### src/hw/rtl/pfim_pkg.sv
// Shared widths, register indexes, status codes and configuration type.
`timescale 1ns / 1ps

package pfim_pkg;

    localparam int unsigned IDX_W      = 30;
    localparam int unsigned SIZE_W     = 11;
    localparam int unsigned PICK_W     = 2;
    localparam int unsigned REV_W      = 3;
    localparam int unsigned ST_W       = 2;
    localparam int unsigned CFG_IDX_W  = 3;
    localparam int unsigned CFG_DATA_W = SIZE_W;

    // Register indexes of the configuration channel.
    localparam logic [CFG_IDX_W-1:0] REG_BASE_SIZE_0  = 3'd0;
    localparam logic [CFG_IDX_W-1:0] REG_BASE_SIZE_1  = 3'd1;
    localparam logic [CFG_IDX_W-1:0] REG_BASE_SIZE_2  = 3'd2;
    localparam logic [CFG_IDX_W-1:0] REG_AXIS_PICK_0  = 3'd3;
    localparam logic [CFG_IDX_W-1:0] REG_AXIS_PICK_1  = 3'd4;
    localparam logic [CFG_IDX_W-1:0] REG_AXIS_PICK_2  = 3'd5;
    localparam logic [CFG_IDX_W-1:0] REG_REVERSE_MASK = 3'd6;

    // A pick of this value names no base axis.
    localparam logic [PICK_W-1:0] AXIS_INVALID = 2'd3;

    typedef enum logic [ST_W-1:0] {
        ST_OK       = 2'd0,
        ST_ZERO_DIM = 2'd1,
        ST_BAD_PERM = 2'd2,
        ST_RANGE    = 2'd3
    } t_status;

    typedef struct packed {
        logic [2:0][SIZE_W-1:0] size;
        logic [2:0][PICK_W-1:0] pick;
        logic [REV_W-1:0]       rev;
    } t_cfg;

    localparam t_cfg CFG_RESET = '{
        size: {11'd1, 11'd1, 11'd1},
        pick: {2'd2, 2'd1, 2'd0},
        rev:  3'd0
    };

endpackage

### src/hw/rtl/pfim_if.sv
// Request, result and configuration channel interfaces.
`timescale 1ns / 1ps

interface pfim_in_if import pfim_pkg::*; ();
    logic             valid;
    logic             ready;
    logic [IDX_W-1:0] out_index;

    modport source (output valid, output out_index, input ready);
    modport sink   (input valid, input out_index, output ready);
endinterface

interface pfim_out_if import pfim_pkg::*; ();
    logic             valid;
    logic             ready;
    logic [IDX_W-1:0] src_index;
    t_status          status;

    modport source (output valid, output src_index, output status, input ready);
    modport sink   (input valid, input src_index, input status, output ready);
endinterface

interface pfim_cfg_if import pfim_pkg::*; ();
    logic                  valid;
    logic                  ready;
    logic [CFG_IDX_W-1:0]  index;
    logic [CFG_DATA_W-1:0] data;

    modport source (output valid, output index, output data, input ready);
    modport sink   (input valid, input index, input data, output ready);
endinterface

### src/hw/rtl/permuted_flipped_3d_index_map.sv
// Top level of the permuted and flipped 3D index map.
`timescale 1ns / 1ps

// Maps a linear index into a permuted, per-axis reversed view of a 3D
// row-major array back to the linear index of the same element in the
// base array.
//
// Channels: i_in carries requests (out_index), o_out carries results
// (src_index, status), i_cfg writes the seven registers by index. Write
// configuration only while no request is in flight; i_cfg is always ready.
//
// Throughput: one request per cycle, sustained while the receiver is ready.
// The two divider pipelines compute one quotient bit per stage; their
// widths follow EW = clog2(min(MAX_EXTENT, 2047) + 1).
//
// Reset clears every pipeline valid bit and loads the register defaults.
// When the receiver stalls, ready walks back stage by stage: empty stages
// keep filling, so requests are still taken until the pipe is full.
module permuted_flipped_3d_index_map import pfim_pkg::*; #(
    parameter int unsigned MAX_EXTENT = 1024
) (
    input  logic        i_clk,
    input  logic        i_rst_n,
    pfim_in_if.sink     i_in,
    pfim_out_if.source  o_out,
    pfim_cfg_if.sink    i_cfg
);

    // Extents never exceed the register range, so clamp there too.
    localparam int unsigned EXT_CAP = (MAX_EXTENT < 2047) ? MAX_EXTENT : 2047;
    localparam int unsigned EW      = $clog2(EXT_CAP + 1);
    // A valid index leaves at most 2*EW quotient bits over the fastest axis.
    localparam int unsigned Q1W     = (2 * EW < IDX_W) ? 2 * EW : IDX_W;

    t_cfg             w_cfg;
    logic [EW-1:0]    w_shape [3];
    logic [EW-1:0]    w_dim   [3];

    logic             w_chk_valid, w_chk_ready;
    logic [IDX_W-1:0] w_chk_index;
    t_status          w_chk_status;

    logic             w_lo_valid, w_lo_ready;
    logic [Q1W-1:0]   w_lo_quo;
    logic [EW-1:0]    w_lo_rem;
    logic [ST_W-1:0]  w_lo_tag;

    logic             w_hi_valid, w_hi_ready;
    logic [EW-1:0]    w_hi_quo;
    logic [EW-1:0]    w_hi_rem;
    logic [ST_W+EW-1:0] w_hi_tag;

    logic [EW-1:0]    w_crd [3];

    pfim_cfg u_cfg (
        .i_clk   (i_clk),
        .i_rst_n (i_rst_n),
        .i_cfg   (i_cfg),
        .o_cfg   (w_cfg)
    );

    // Saturate the extents, then look up the extent of each output axis.
    always_comb begin
        for (int k = 0; k < 3; k++) begin
            if (32'(w_cfg.size[k]) > MAX_EXTENT) w_shape[k] = EW'(EXT_CAP);
            else                                 w_shape[k] = EW'(w_cfg.size[k]);
        end
        for (int k = 0; k < 3; k++) begin
            if (w_cfg.pick[k] == AXIS_INVALID) w_dim[k] = '0;
            else                               w_dim[k] = w_shape[w_cfg.pick[k]];
        end
    end

    // Checks and element count; errors ride along with the request.
    pfim_check #(.EW(EW)) u_check (
        .i_clk        (i_clk),
        .i_rst_n      (i_rst_n),
        .i_cfg        (w_cfg),
        .i_dim        (w_dim),
        .i_in_valid   (i_in.valid),
        .o_in_ready   (i_in.ready),
        .i_in_index   (i_in.out_index),
        .o_out_valid  (w_chk_valid),
        .i_out_ready  (w_chk_ready),
        .o_out_index  (w_chk_index),
        .o_out_status (w_chk_status)
    );

    // Split off the fastest coordinate.
    pfim_div #(.NW(IDX_W), .DW(EW), .QW(Q1W), .TW(ST_W)) u_div_lo (
        .i_clk       (i_clk),
        .i_rst_n     (i_rst_n),
        .i_in_valid  (w_chk_valid),
        .o_in_ready  (w_chk_ready),
        .i_in_num    (w_chk_index),
        .i_in_tag    (w_chk_status),
        .i_divisor   (w_dim[2]),
        .o_out_valid (w_lo_valid),
        .i_out_ready (w_lo_ready),
        .o_out_quo   (w_lo_quo),
        .o_out_rem   (w_lo_rem),
        .o_out_tag   (w_lo_tag)
    );

    // Split the rest into the slow and middle coordinates; carry the fast one.
    pfim_div #(.NW(Q1W), .DW(EW), .QW(EW), .TW(ST_W + EW)) u_div_hi (
        .i_clk       (i_clk),
        .i_rst_n     (i_rst_n),
        .i_in_valid  (w_lo_valid),
        .o_in_ready  (w_lo_ready),
        .i_in_num    (w_lo_quo),
        .i_in_tag    ({w_lo_tag, w_lo_rem}),
        .i_divisor   (w_dim[1]),
        .o_out_valid (w_hi_valid),
        .i_out_ready (w_hi_ready),
        .o_out_quo   (w_hi_quo),
        .o_out_rem   (w_hi_rem),
        .o_out_tag   (w_hi_tag)
    );

    assign w_crd[0] = w_hi_quo;
    assign w_crd[1] = w_hi_rem;
    assign w_crd[2] = w_hi_tag[EW-1:0];

    pfim_compose #(.EW(EW)) u_compose (
        .i_clk        (i_clk),
        .i_rst_n      (i_rst_n),
        .i_cfg        (w_cfg),
        .i_dim        (w_dim),
        .i_shape_1    (w_shape[1]),
        .i_shape_2    (w_shape[2]),
        .i_in_valid   (w_hi_valid),
        .o_in_ready   (w_hi_ready),
        .i_crd        (w_crd),
        .i_status     (t_status'(w_hi_tag[ST_W+EW-1:EW])),
        .o_out_valid  (o_out.valid),
        .i_out_ready  (o_out.ready),
        .o_out_index  (o_out.src_index),
        .o_out_status (o_out.status)
    );

    a_err_zero: assert property (@(posedge i_clk) disable iff (!i_rst_n)
        o_out.valid && (o_out.status != ST_OK) |-> (o_out.src_index == '0))
        else $error("error result carries a nonzero index");

    a_rst_idle: assert property (@(posedge i_clk)
        !i_rst_n |=> !o_out.valid)
        else $error("result valid right after reset");

endmodule

### src/hw/rtl/pfim_cfg.sv
// Configuration register file with write decode.
`timescale 1ns / 1ps

module pfim_cfg import pfim_pkg::*; (
    input  logic     i_clk,
    input  logic     i_rst_n,
    pfim_cfg_if.sink i_cfg,
    output t_cfg     o_cfg
);

    t_cfg r_cfg;

    assign i_cfg.ready = 1'b1;
    assign o_cfg       = r_cfg;

    always_ff @(posedge i_clk) begin
        if (!i_rst_n) begin
            r_cfg <= CFG_RESET;
        end else if (i_cfg.valid && i_cfg.ready) begin
            unique case (i_cfg.index)
                REG_BASE_SIZE_0:  r_cfg.size[0] <= i_cfg.data;
                REG_BASE_SIZE_1:  r_cfg.size[1] <= i_cfg.data;
                REG_BASE_SIZE_2:  r_cfg.size[2] <= i_cfg.data;
                REG_AXIS_PICK_0:  r_cfg.pick[0] <= i_cfg.data[PICK_W-1:0];
                REG_AXIS_PICK_1:  r_cfg.pick[1] <= i_cfg.data[PICK_W-1:0];
                REG_AXIS_PICK_2:  r_cfg.pick[2] <= i_cfg.data[PICK_W-1:0];
                REG_REVERSE_MASK: r_cfg.rev     <= i_cfg.data[REV_W-1:0];
                default: begin
                end
            endcase
        end
    end

    a_rev_write: assert property (@(posedge i_clk) disable iff (!i_rst_n)
        i_cfg.valid && i_cfg.ready && (i_cfg.index == REG_REVERSE_MASK)
        |=> r_cfg.rev == $past(i_cfg.data[REV_W-1:0]))
        else $error("reverse mask write not taken");

endmodule

### src/hw/rtl/pfim_check.sv
// Front stages: permutation and extent checks, element count and range test.
`timescale 1ns / 1ps

module pfim_check import pfim_pkg::*; #(
    parameter int unsigned EW = 11
) (
    input  logic             i_clk,
    input  logic             i_rst_n,
    input  t_cfg             i_cfg,
    input  logic [EW-1:0]    i_dim [3],
    input  logic             i_in_valid,
    output logic             o_in_ready,
    input  logic [IDX_W-1:0] i_in_index,
    output logic             o_out_valid,
    input  logic             i_out_ready,
    output logic [IDX_W-1:0] o_out_index,
    output t_status          o_out_status
);

    localparam int unsigned CNTW = (IDX_W > 3 * EW) ? IDX_W : 3 * EW;
    localparam logic [3:0]  PERM_FULL = 4'b0111;

    logic [3:0]      w_seen;
    logic            w_perm_ok;
    logic            w_zero;

    logic             r_va, r_vb, r_vc;
    logic             w_rdy_a, w_rdy_b, w_rdy_c;
    logic [IDX_W-1:0] r_idx_a, r_idx_b, r_idx_c;
    logic             r_bad_a, r_bad_b;
    logic             r_zero_a, r_zero_b;
    logic [2*EW-1:0]  r_p01_a;
    logic [3*EW-1:0]  r_cnt_b;
    t_status          r_status_c;
    t_status          n_status;

    always_comb begin
        w_seen = 4'b0000;
        for (int k = 0; k < 3; k++) begin
            w_seen[i_cfg.pick[k]] = 1'b1;
        end
    end

    assign w_perm_ok = (w_seen == PERM_FULL);
    assign w_zero    = (i_dim[0] == '0) || (i_dim[1] == '0) || (i_dim[2] == '0);

    assign w_rdy_c     = !r_vc || i_out_ready;
    assign w_rdy_b     = !r_vb || w_rdy_c;
    assign w_rdy_a     = !r_va || w_rdy_b;
    assign o_in_ready  = w_rdy_a;
    assign o_out_valid = r_vc;
    assign o_out_index = r_idx_c;
    assign o_out_status = r_status_c;

    always_ff @(posedge i_clk) begin
        if (!i_rst_n) begin
            r_va <= 1'b0;
            r_vb <= 1'b0;
            r_vc <= 1'b0;
        end else begin
            if (w_rdy_a) r_va <= i_in_valid;
            if (w_rdy_b) r_vb <= r_va;
            if (w_rdy_c) r_vc <= r_vb;
        end
    end

    // Stage A: flags and the product of the two slower extents.
    always_ff @(posedge i_clk) begin
        if (w_rdy_a && i_in_valid) begin
            r_idx_a  <= i_in_index;
            r_bad_a  <= !w_perm_ok;
            r_zero_a <= w_zero;
            r_p01_a  <= (2 * EW)'(i_dim[0]) * (2 * EW)'(i_dim[1]);
        end
    end

    // Stage B: full element count.
    always_ff @(posedge i_clk) begin
        if (w_rdy_b && r_va) begin
            r_idx_b  <= r_idx_a;
            r_bad_b  <= r_bad_a;
            r_zero_b <= r_zero_a;
            r_cnt_b  <= (3 * EW)'(r_p01_a) * (3 * EW)'(i_dim[2]);
        end
    end

    // Stage C: first failing check wins.
    always_comb begin
        if (r_bad_b) begin
            n_status = ST_BAD_PERM;
        end else if (r_zero_b) begin
            n_status = ST_ZERO_DIM;
        end else if (CNTW'(r_idx_b) >= CNTW'(r_cnt_b)) begin
            n_status = ST_RANGE;
        end else begin
            n_status = ST_OK;
        end
    end

    always_ff @(posedge i_clk) begin
        if (w_rdy_c && r_vb) begin
            r_idx_c    <= r_idx_b;
            r_status_c <= n_status;
        end
    end

endmodule

### src/hw/rtl/pfim_div.sv
// Pipelined restoring divider, one quotient bit per stage, with side tag.
`timescale 1ns / 1ps

module pfim_div #(
    parameter int unsigned NW = 30,
    parameter int unsigned DW = 11,
    parameter int unsigned QW = 22,
    parameter int unsigned TW = 2
) (
    input  logic          i_clk,
    input  logic          i_rst_n,
    input  logic          i_in_valid,
    output logic          o_in_ready,
    input  logic [NW-1:0] i_in_num,
    input  logic [TW-1:0] i_in_tag,
    input  logic [DW-1:0] i_divisor,
    output logic          o_out_valid,
    input  logic          i_out_ready,
    output logic [QW-1:0] o_out_quo,
    output logic [DW-1:0] o_out_rem,
    output logic [TW-1:0] o_out_tag
);

    localparam int unsigned CW = (NW > DW + QW) ? NW : DW + QW;

    logic          r_vld [QW];
    logic [NW-1:0] r_rem [QW];
    logic [QW-1:0] r_quo [QW];
    logic [TW-1:0] r_tag [QW];
    logic          w_rdy [QW+1];

    assign w_rdy[QW]   = i_out_ready;
    assign o_in_ready  = w_rdy[0];
    assign o_out_valid = r_vld[QW-1];
    assign o_out_quo   = r_quo[QW-1];
    assign o_out_rem   = r_rem[QW-1][DW-1:0];
    assign o_out_tag   = r_tag[QW-1];

    for (genvar s = 0; s < QW; s++) begin : g_stage
        localparam int unsigned SH = QW - 1 - s;

        logic          w_vld_in;
        logic [NW-1:0] w_rem_in;
        logic [QW-1:0] w_quo_in;
        logic [TW-1:0] w_tag_in;
        logic [CW-1:0] w_trial;
        logic          w_ge;
        logic [NW-1:0] n_rem;
        logic [QW-1:0] n_quo;

        if (s == 0) begin : g_head
            assign w_vld_in = i_in_valid;
            assign w_rem_in = i_in_num;
            assign w_quo_in = '0;
            assign w_tag_in = i_in_tag;
        end else begin : g_body
            assign w_vld_in = r_vld[s-1];
            assign w_rem_in = r_rem[s-1];
            assign w_quo_in = r_quo[s-1];
            assign w_tag_in = r_tag[s-1];
        end

        // Trial subtract of the divisor aligned to this quotient bit.
        assign w_trial = CW'(i_divisor) << SH;
        assign w_ge    = CW'(w_rem_in) >= w_trial;

        always_comb begin
            n_rem = w_rem_in;
            n_quo = w_quo_in;
            if (w_ge) begin
                n_rem     = NW'(CW'(w_rem_in) - w_trial);
                n_quo[SH] = 1'b1;
            end
        end

        assign w_rdy[s] = !r_vld[s] || w_rdy[s+1];

        always_ff @(posedge i_clk) begin
            if (!i_rst_n) begin
                r_vld[s] <= 1'b0;
            end else if (w_rdy[s]) begin
                r_vld[s] <= w_vld_in;
            end
        end

        always_ff @(posedge i_clk) begin
            if (w_rdy[s] && w_vld_in) begin
                r_rem[s] <= n_rem;
                r_quo[s] <= n_quo;
                r_tag[s] <= w_tag_in;
            end
        end
    end

    for (genvar s = 0; s < QW; s++) begin : g_chk
        a_stall_hold: assert property (@(posedge i_clk) disable iff (!i_rst_n)
            r_vld[s] && !w_rdy[s+1] |=> r_vld[s] && $stable(r_rem[s]) && $stable(r_quo[s]))
            else $error("divider stage dropped a stalled request");
    end

endmodule

### src/hw/rtl/pfim_compose.sv
// Back stages: axis reversal, reorder to base axes and row-major linearize.
`timescale 1ns / 1ps

module pfim_compose import pfim_pkg::*; #(
    parameter int unsigned EW = 11
) (
    input  logic             i_clk,
    input  logic             i_rst_n,
    input  t_cfg             i_cfg,
    input  logic [EW-1:0]    i_dim [3],
    input  logic [EW-1:0]    i_shape_1,
    input  logic [EW-1:0]    i_shape_2,
    input  logic             i_in_valid,
    output logic             o_in_ready,
    input  logic [EW-1:0]    i_crd [3],
    input  t_status          i_status,
    output logic             o_out_valid,
    input  logic             i_out_ready,
    output logic [IDX_W-1:0] o_out_index,
    output t_status          o_out_status
);

    localparam int unsigned SW = 3 * EW;

    logic            r_vd, r_ve, r_vf;
    logic            w_rdy_d, w_rdy_e, w_rdy_f;
    logic [EW-1:0]   w_flip [3];
    logic [EW-1:0]   w_base [3];
    logic [EW-1:0]   r_base_d [3];
    t_status         r_status_d, r_status_e, r_status_f;
    logic [2*EW-1:0] r_lin_e;
    logic [EW-1:0]   r_base2_e;
    logic [SW-1:0]   w_full;
    logic [IDX_W-1:0] r_index_f;

    assign w_rdy_f      = !r_vf || i_out_ready;
    assign w_rdy_e      = !r_ve || w_rdy_f;
    assign w_rdy_d      = !r_vd || w_rdy_e;
    assign o_in_ready   = w_rdy_d;
    assign o_out_valid  = r_vf;
    assign o_out_index  = r_index_f;
    assign o_out_status = r_status_f;

    always_ff @(posedge i_clk) begin
        if (!i_rst_n) begin
            r_vd <= 1'b0;
            r_ve <= 1'b0;
            r_vf <= 1'b0;
        end else begin
            if (w_rdy_d) r_vd <= i_in_valid;
            if (w_rdy_e) r_ve <= r_vd;
            if (w_rdy_f) r_vf <= r_ve;
        end
    end

    // Mirror flipped output axes, then route each to its base axis.
    always_comb begin
        for (int k = 0; k < 3; k++) begin
            if (i_cfg.rev[k]) w_flip[k] = i_dim[k] - EW'(1) - i_crd[k];
            else              w_flip[k] = i_crd[k];
        end
        for (int j = 0; j < 3; j++) begin
            w_base[j] = '0;
            for (int k = 0; k < 3; k++) begin
                if (i_cfg.pick[k] == PICK_W'(j)) w_base[j] = w_flip[k];
            end
        end
    end

    always_ff @(posedge i_clk) begin
        if (w_rdy_d && i_in_valid) begin
            r_base_d   <= w_base;
            r_status_d <= i_status;
        end
    end

    always_ff @(posedge i_clk) begin
        if (w_rdy_e && r_vd) begin
            r_lin_e    <= (2 * EW)'(r_base_d[0]) * (2 * EW)'(i_shape_1)
                        + (2 * EW)'(r_base_d[1]);
            r_base2_e  <= r_base_d[2];
            r_status_e <= r_status_d;
        end
    end

    assign w_full = SW'(r_lin_e) * SW'(i_shape_2) + SW'(r_base2_e);

    // Force the index to zero on any error.
    always_ff @(posedge i_clk) begin
        if (w_rdy_f && r_ve) begin
            r_index_f  <= (r_status_e == ST_OK) ? IDX_W'(w_full) : '0;
            r_status_f <= r_status_e;
        end
    end

endmodule

### src/flat_wrapper.sv
// flat-port wrapper written by rule: the top's interface ports become plain ports
module permuted_flipped_3d_index_map_flat import pfim_pkg::*;
#(
    parameter int unsigned MAX_EXTENT = 1024
)
  (i_clk, i_rst_n, i_in_valid, i_in_out_index, i_in_ready, o_out_valid, o_out_src_index, o_out_status, o_out_ready, i_cfg_valid, i_cfg_index, i_cfg_data, i_cfg_ready);
  pfim_in_if i_in_i ();
  pfim_out_if o_out_i ();
  pfim_cfg_if i_cfg_i ();
  input  logic i_clk;
  input  logic i_rst_n;
  input wire logic [$bits(i_in_i.valid)-1:0] i_in_valid;
  input wire logic [$bits(i_in_i.out_index)-1:0] i_in_out_index;
  output wire logic [$bits(i_in_i.ready)-1:0] i_in_ready;
  output wire logic [$bits(o_out_i.valid)-1:0] o_out_valid;
  output wire logic [$bits(o_out_i.src_index)-1:0] o_out_src_index;
  output wire logic [$bits(o_out_i.status)-1:0] o_out_status;
  input wire logic [$bits(o_out_i.ready)-1:0] o_out_ready;
  input wire logic [$bits(i_cfg_i.valid)-1:0] i_cfg_valid;
  input wire logic [$bits(i_cfg_i.index)-1:0] i_cfg_index;
  input wire logic [$bits(i_cfg_i.data)-1:0] i_cfg_data;
  output wire logic [$bits(i_cfg_i.ready)-1:0] i_cfg_ready;
  assign i_in_i.valid = i_in_valid;
  assign i_in_i.out_index = i_in_out_index;
  assign i_in_ready = i_in_i.ready;
  assign o_out_valid = o_out_i.valid;
  assign o_out_src_index = o_out_i.src_index;
  assign o_out_status = o_out_i.status;
  assign o_out_i.ready = o_out_ready;
  assign i_cfg_i.valid = i_cfg_valid;
  assign i_cfg_i.index = i_cfg_index;
  assign i_cfg_i.data = i_cfg_data;
  assign i_cfg_ready = i_cfg_i.ready;
  permuted_flipped_3d_index_map #(.MAX_EXTENT(MAX_EXTENT)) u_core (.i_clk(i_clk), .i_rst_n(i_rst_n), .i_in(i_in_i), .o_out(o_out_i), .i_cfg(i_cfg_i));
endmodule
### config.mk
export PLATFORM = sky130hd
export DESIGN_NAME = permuted_flipped_3d_index_map_flat
export DESIGN_NICKNAME = d
export VERILOG_FILES = /design/src/hw/rtl/pfim_pkg.sv /design/src/hw/rtl/pfim_if.sv /design/src/hw/rtl/permuted_flipped_3d_index_map.sv /design/src/hw/rtl/pfim_cfg.sv /design/src/hw/rtl/pfim_check.sv /design/src/hw/rtl/pfim_div.sv /design/src/hw/rtl/pfim_compose.sv /design/src/flat_wrapper.sv
export SDC_FILE = /design/constraint.sdc
export NUM_CORES = 2
export LEC_CHECK = 0
export BUFFER_PORTS_ARGS = -buffer_cell sky130_fd_sc_hd__buf_4
export CORE_UTILIZATION = 35
export CTS_CLUSTER_SIZE = 28
export DETAILED_ROUTE_END_ITERATION = 16
export PLACE_DENSITY = 0.55
export SYNTH_ARGS = -nofsm -noshare
export SYNTH_HDL_FRONTEND = slang
export SYNTH_SLANG_ARGS = --single-unit
### constraint.sdc
create_clock -name i_clk -period 8.8 [get_ports i_clk]
set_input_delay 1.76 -clock i_clk [delete_from_list [all_inputs] [get_ports i_clk]]
set_output_delay 1.76 -clock i_clk [all_outputs]
set_load 0.01 [all_outputs]
-- Word-level counts from Yosys, hierarchy flattened
Memories as Yosys holds them, arrays and structs flattened.
Index checks and enable logic that the tools add are counted.
- flip-flop bits (word level): 301
- memory bits (writable): 1727
- input bits: 49
- output and inout bits: 35
- word-level logic and storage cells: 623
- memories: 8
- memory list (name ; depth ; width ; read ports ; clocked after Yosys merged registers in ; write ports ; RTL line ; text):
    u_core.u_div_lo.r_rem ; 22 ; 30 ; 22 ; 0 ; 22 ; pfim_div.sv:27 ; logic [NW-1:0] r_rem [QW];
    u_core.u_div_lo.r_quo ; 22 ; 22 ; 22 ; 0 ; 22 ; pfim_div.sv:28 ; logic [QW-1:0] r_quo [QW];
    u_core.u_div_hi.r_rem ; 11 ; 22 ; 11 ; 0 ; 11 ; pfim_div.sv:27 ;
    u_core.u_div_hi.r_tag ; 11 ; 13 ; 11 ; 0 ; 11 ; pfim_div.sv:29 ; logic [TW-1:0] r_tag [QW];
    u_core.u_div_hi.r_quo ; 11 ; 11 ; 11 ; 0 ; 11 ; pfim_div.sv:28 ;
    u_core.u_div_lo.r_tag ; 22 ; 2 ; 22 ; 0 ; 22 ; pfim_div.sv:29 ;
    2 more memories ; -- ; -- ; -- ; -- ; -- ; -- ;
- $add $sub $neg: 41
- $mul: 4
- magnitude comparators: 46
- equal/unequal tests: 16
- muxes and demuxes: 300
- bitwise gates (word level): 38
- reductions and logical operators: 138
- operators with widths (operator ; count):
    30-bit two-way mux ; 22
    11-bit two-way mux ; 24
    22-bit two-way mux ; 11
    1-bit two-way mux ; 235
    30-bit subtractor ; 3
    11-bit binary-select mux with 2-bit select ; 3
    11-bit by 11-bit multiplier with 22-bit output ; 2
    1-bit logical AND ; 42
    1-bit logical OR ; 41
    1-bit logical NOT ; 40
    30-bit by 33-bit greater-or-equal comparator with 1-bit output ; 1
    11-bit > comparator, second input constant ; 3
    11-bit logical NOT ; 3
    22-bit by 11-bit multiplier with 33-bit output ; 1
    1-bit OR ; 33
    11-bit by 1-bit subtractor with 11-bit output, second input constant ; 3
    11-bit subtractor ; 3
    30-bit by 32-bit greater-or-equal comparator with 1-bit output ; 1
    30-bit by 31-bit greater-or-equal comparator with 1-bit output ; 1
    30-bit by 11-bit adder with 30-bit output ; 1
    30-bit by 11-bit greater-or-equal comparator with 1-bit output ; 1
    30-bit by 12-bit greater-or-equal comparator with 1-bit output ; 1
    30-bit by 13-bit greater-or-equal comparator with 1-bit output ; 1
    30-bit by 14-bit greater-or-equal comparator with 1-bit output ; 1
    other kinds (75) ; 106

-- Longest topological paths before layout
- word-level depth: 41
- mapped depth: 28
- mapped depth without buffers: 27

-- Modules after synthesis
Synthesis repeated with hierarchy kept, for this count alone.
- cell total of the unflattened synthesis: 9233
- area total of the unflattened synthesis: 107149.0 µm²
- by module, submodules not included (module ; times used ; cells each ; area each (µm²)):
    pfim_div at u_core.u_div_lo ; 1 ; 3570 ; 46852.4
    pfim_div at u_core.u_div_hi ; 1 ; 1714 ; 22372.7
    pfim_compose ; 1 ; 1967 ; 17757.0
    pfim_check ; 1 ; 1680 ; 17277.8
    pfim_cfg ; 1 ; 157 ; 1616.6
    permuted_flipped_3d_index_map ; 1 ; 145 ; 1272.5

-- Worst setup path after synthesis
No wires, ideal clock.
- kind: input port to flip-flop
- start point: input o_out_ready
- end point: memory u_core.u_div_lo.r_vld[17][0] (netlist: u_core.u_div_lo.r_vld[2][1]) (data pin)
- arrival: 6.852 ns
- required time: 8.641 ns
- path slack: 1.789 ns
- stages: 7
- cell sequence: and4b_1 and4_1 clkbuf_1 and3_1 and3_1 a21boi_0 and2_1
- RTL lines (item ; RTL line ; text):
    from (decl) ; flat_wrapper.sv:18 ; input wire logic [$bits(o_out_i.ready)-1:0] o_out_ready;
    to (decl) ; pfim_div.sv:26 ; logic r_vld [QW];

-- Final worst setup path
- start point: register u_core.u_cfg.r_cfg, in the netlist u_core.u_cfg.o_cfg[30]
- end point: register u_core.u_check.r_cnt_b[28] (data pin)
- cells in the longest elaborated chain, start to end: 7
- ends and longest elaborated chain (item ; RTL line ; text):
    from (decl) ; pfim_cfg.sv:11 ; t_cfg r_cfg;
    11-bit > comparator ; permuted_flipped_3d_index_map.sv:65 ; if (32'(w_cfg.size[k]) > MAX_EXTENT) w_shape[k] = EW'(EXT_CAP);
    11-bit two-way mux (*) ; permuted_flipped_3d_index_map.sv:65 ;
    11-bit binary-select mux with 2-bit select (*) ; permuted_flipped_3d_index_map.sv:70 ; else w_dim[k] = w_shape[w_cfg.pick[k]];
    11-bit two-way mux (implied by the code) (*) (2 in series) ; permuted_flipped_3d_index_map.sv:70 ;
    11-bit two-way mux (*) ; permuted_flipped_3d_index_map.sv:69 ; if (w_cfg.pick[k] == AXIS_INVALID) w_dim[k] = '0;
    22-bit by 11-bit multiplier with 33-bit output (*) ; pfim_check.sv:83 ; r_cnt_b <= (3 * EW)'(r_p01_a) * (3 * EW)'(i_dim[2]);
    to (signal assigned) ; pfim_check.sv:83 ;
    to (decl) ; pfim_check.sv:33 ; logic [3*EW-1:0] r_cnt_b;
Every way passes the cells marked *; elsewhere a longest branch is shown, timed or not. The select of a mux whose other input is x is not followed.
A chain may end at the register's enable or synchronous reset.

==> impl_metrics.py <==
metrics = {
    "min_path": {
        "holdCritPathClass": "register to register",
        "hp-start": "u_core.u_div_lo.r_quo[0][85]",
    },
    "global_route": {
        "grt_pass1_wl_mm": 388,
        "antenna_found_initial": 6,
        "use_met3_pct": 1.93,
        "grt_use_total_pct": 16.3,
        "grt_util_met2_pct": 27.7,
        "grt.overflow.total": 0,
        "met1_usage_pct": 22.0,
        "grt_max_degree": 72,
        "busiest_layer": "met2",
        "first_global_vias": 68600,
    },
    "critical_path": {
        "regToRegStartpoint": "u_core.u_cfg.o_cfg[30]",
        "crit_path_start_kind": "register",
        "required_ns": 9.36,
        "path_class": "register to register",
        "critPathMaxFanout": 26,
        "crit_arrival_ns": 8.28,
        "endpoint_kind": "register",
        "startpoint": "u_core.u_cfg.o_cfg[30]",
    },
    "die": {
        "die_h_um": 546,
        "die_area_mm2": 0.298,
        "die_x_um": 546,
        "core-area_mm2": 0.294,
        "initial_core_util_pct": 35.2,
        "fp-row-count": 199,
        "ios": 84,
    },
    "yosys": {
        "ys_ff_latch": 1712,
        "syn_nets": 10200,
        "synthXorXnorAreaFrac_pct": 4.43,
        "yosys_most_used_dff": "edfxtp_1",
        "syn_avg_cell_area_um2": 11.6,
        "synth_top_family_by_area": "adder cells",
        "ys_async_sr_fraction_pct": 0,
        "netlist_area_mm2": 0.104,
        "synthMuxAreaShare_pct": 1.52,
        "yosys.area_share.simple_pct": 13.1,
        "synth_cells": 8943,
        "synth_edf_count": 1662,
        "synth_compound_area_share_pct": 8.33,
        "synth_common_cells": "edfxtp_1 (1662), nand2_1 (993), inv_1 (870)",
        "synthAdderAreaFrac_pct": 19.3,
        "synth.distinct_cells": 83,
        "synth.area.top_cells": "edfxtp_1 (48%), fa_1 (11%), ha_1 (8.2%)",
        "synth_top_area_cell": "edfxtp_1",
        "yosysMostFrequentCell": "edfxtp_1",
        "synth_warnings": 0,
        "synth.top_cell.area_share_pct": 48.2,
        "ys_seq_area_share_pct": 49.2,
    },
    "layout": {
        "nets": 10400,
        "layout.filler_cells": 27800,
        "utilization_pct": 39.3,
        "drive_gt1_share_pct": 7.54,
        "syn2layout_area_growth_pct": 11.7,
        "fin_cells": 13200,
    },
    "sta": {
        "clock.fmax_mhz": 130,
        "worstMarginPinSlew_ns": 1.15,
        "slew_headroom_pct": 21.4,
        "setup_violations": 0,
        "rsz0062_at_grt": "no",
        "whs_ns": 0.378,
        "setup_tns_ns": 0,
        "final-hold-violation-count": 0,
        "layout_min_cycle_time_ns": 7.71,
        "post-route-period-util_pct": 87.6,
        "slew_violations": 0,
        "fin_worst_skew_ns": 0.108,
    },
    "clock_network": {
        "cts_tree": "done",
        "clock_sink_count": 1712,
        "cts_max_path_buffers": 4,
        "cts-root-buf": "clkbuf_16",
        "htreeDepth": 4,
        "clk_latency_ns": 0.88,
        "holdBufCountCts": 0,
        "cts.repair.resized": 0,
        "postCtsSetupBuffers": 0,
        "path_clk_slew_ns": 0.07,
        "cts_buffers": 195,
    },
    "outcome": {
        "status": "finished with violations",
        "violations": "DRC",
    },
    "flow_run": {
        "max_cap_violations": 0,
    },
    "detailed_routing": {
        "via_count": 66800,
        "routedWlPerCell_um": 18.6,
        "totalWireLength_mm": 246,
        "ant_nets": 0,
        "vias_per_cell": 5.06,
        "drc": 18,
        "dr.pass1.iters": 11,
        "first_iter_violations": 4789,
    },
    "power_and_ir_drop": {
        "leakage_nw": 43.3,
        "peakVddDrop_mv": 0.153,
        "p_total_mw": 17.9,
        "p_per_area_mw_per_mm2": 155,
    },
    "placement": {
        "hpwl_mm": 183,
        "portBuffers": 82,
        "dp.cells": 12800,
        "place_congestion": 0.882,
    },
}
registers in the layout, summed over array words and instances, names as in the netlist, 11 cells and up:
register and count:
u_core.u_div_lo.r_rem 641, u_core.u_compose.r_base_d 33, u_core.u_check.r_p01_a 22, u_core.u_div_hi.r_quo 66, u_core.u_check.o_out_index 30, u_core.u_compose.o_out_index 30, u_core.u_check.r_idx_b 30, u_core.u_div_hi.r_vld 11
u_core.u_div_lo.r_tag 44, u_core.u_compose.r_base2_e 11, u_core.u_div_hi.r_rem 231, u_core.u_cfg.o_cfg 42, u_core.u_div_hi.r_tag 143, u_core.u_check.r_cnt_b 33, u_core.u_compose.r_lin_e 22, u_core.u_div_lo.r_quo 253
u_core.u_check.r_idx_a 30, u_core.u_div_lo.r_vld 22
kinds of logic after synthesis:
logic type,count (synthesis)
muxes,147
and+or+nand+nor,2782
adders and majority gates,1253
buffers and inverters,1126
other,1
AOI/OAI and AO/OA,1398
DFF,1712
xor gates and xnor gates,524
layer usage:
| layer | wire (um) | share of wire [%] |
|---|---|---|
| met1 | 111000 | 45 |
| met2 | 117000 | 48 |
| met3 | 10600 | 4.3 |
| met4 | 6570 | 2.7 |
| met5 | 0 | 0 |
area by class of cell:
type,count,area (um^2),area share [%]
Antenna cell,3,7.51,0.00649
Clock buffer,239,5100,4.41
Clock inverter,111,1000,0.864
Inverter,877,3290,2.85
Multi-Input combinational cell,6105,48800,42.2
Sequential cell,1712,50900,44.0
Tap cell,3919,4900,4.24
Timing Repair Buffer,218,1650,1.43
where the power goes:
group | total (mW) | leakage (nW) | internal (mW) | switching [mW]
Sequential | 8.95 | 15.3 | 8.91 | 0.0455
Clock | 7.85 | 2.99 | 4.58 | 3.27
Combinational | 1.07 | 25.1 | 0.434 | 0.639
Total | 17.9 | 43.3 | 13.9 | 3.96
metrics by stage:
| stage | instance area, um^2 | worst slack [ns] |
|---|---|---|
| floorplan | 104000 | 1.79 |
| global placement | 110000 | 1.22 |
| detailed placement | 110000 | 1.15 |
| CTS | 116000 | 1.16 |
| global route | 116000 | 0.657 |
| finish | 116000 | 1.09 |
placed cells by master (no fill, tap or decap), drive strengths merged, types with 82 or more instances in the layout:
cell type     n
a21boi       82
a21o        126
a21oi       405
and2        225
buf         218
clkbuf      239
clkinv       86
edfxtp     1662
fa          574
ha          679
inv         879
mux2         84
nand2       993
nand2b      126
nand3       110
nor2        516
nor2b       155
nor3        185
nor4        129
o21ai       378
xnor2       298
xor2        226
worst max-delay path: stages (launching register included):
cell and delay, ns:
dfxtp_1 0.62, nor2b_1 0.23, buf_4 0.23, a21oi_1 0.10, o22ai_2 0.69, buf_4 0.32, nand2_1 0.09, fa_1 0.60
fa_1 0.45, fa_1 0.57, fa_1 0.43, fa_1 0.52, inv_1 0.05, ha_1 0.32, inv_1 0.08, o21ai_0 0.19
o2111ai_1 0.13, o21ai_0 0.63, o21ai_0 0.39, o21ai_0 0.45, a21o_1 0.17, a21oi_1 0.07, xnor2_1 0.14
path summary, 6_finish.rpt:
check | end | slack (ns) | cells past startpoint
worst min register to register | u_core.u_div_lo.r_quo[0][107] | 0.38 | 0
worst min-delay path | u_core.u_div_lo.r_quo[0][107] | 0.38 | 0
worst max register to register | u_core.u_check.r_cnt_b[28] | 1.09 | 22
worst max-delay path | u_core.u_check.r_cnt_b[28] | 1.09 | 22
(Power assumes the default switching activity.)
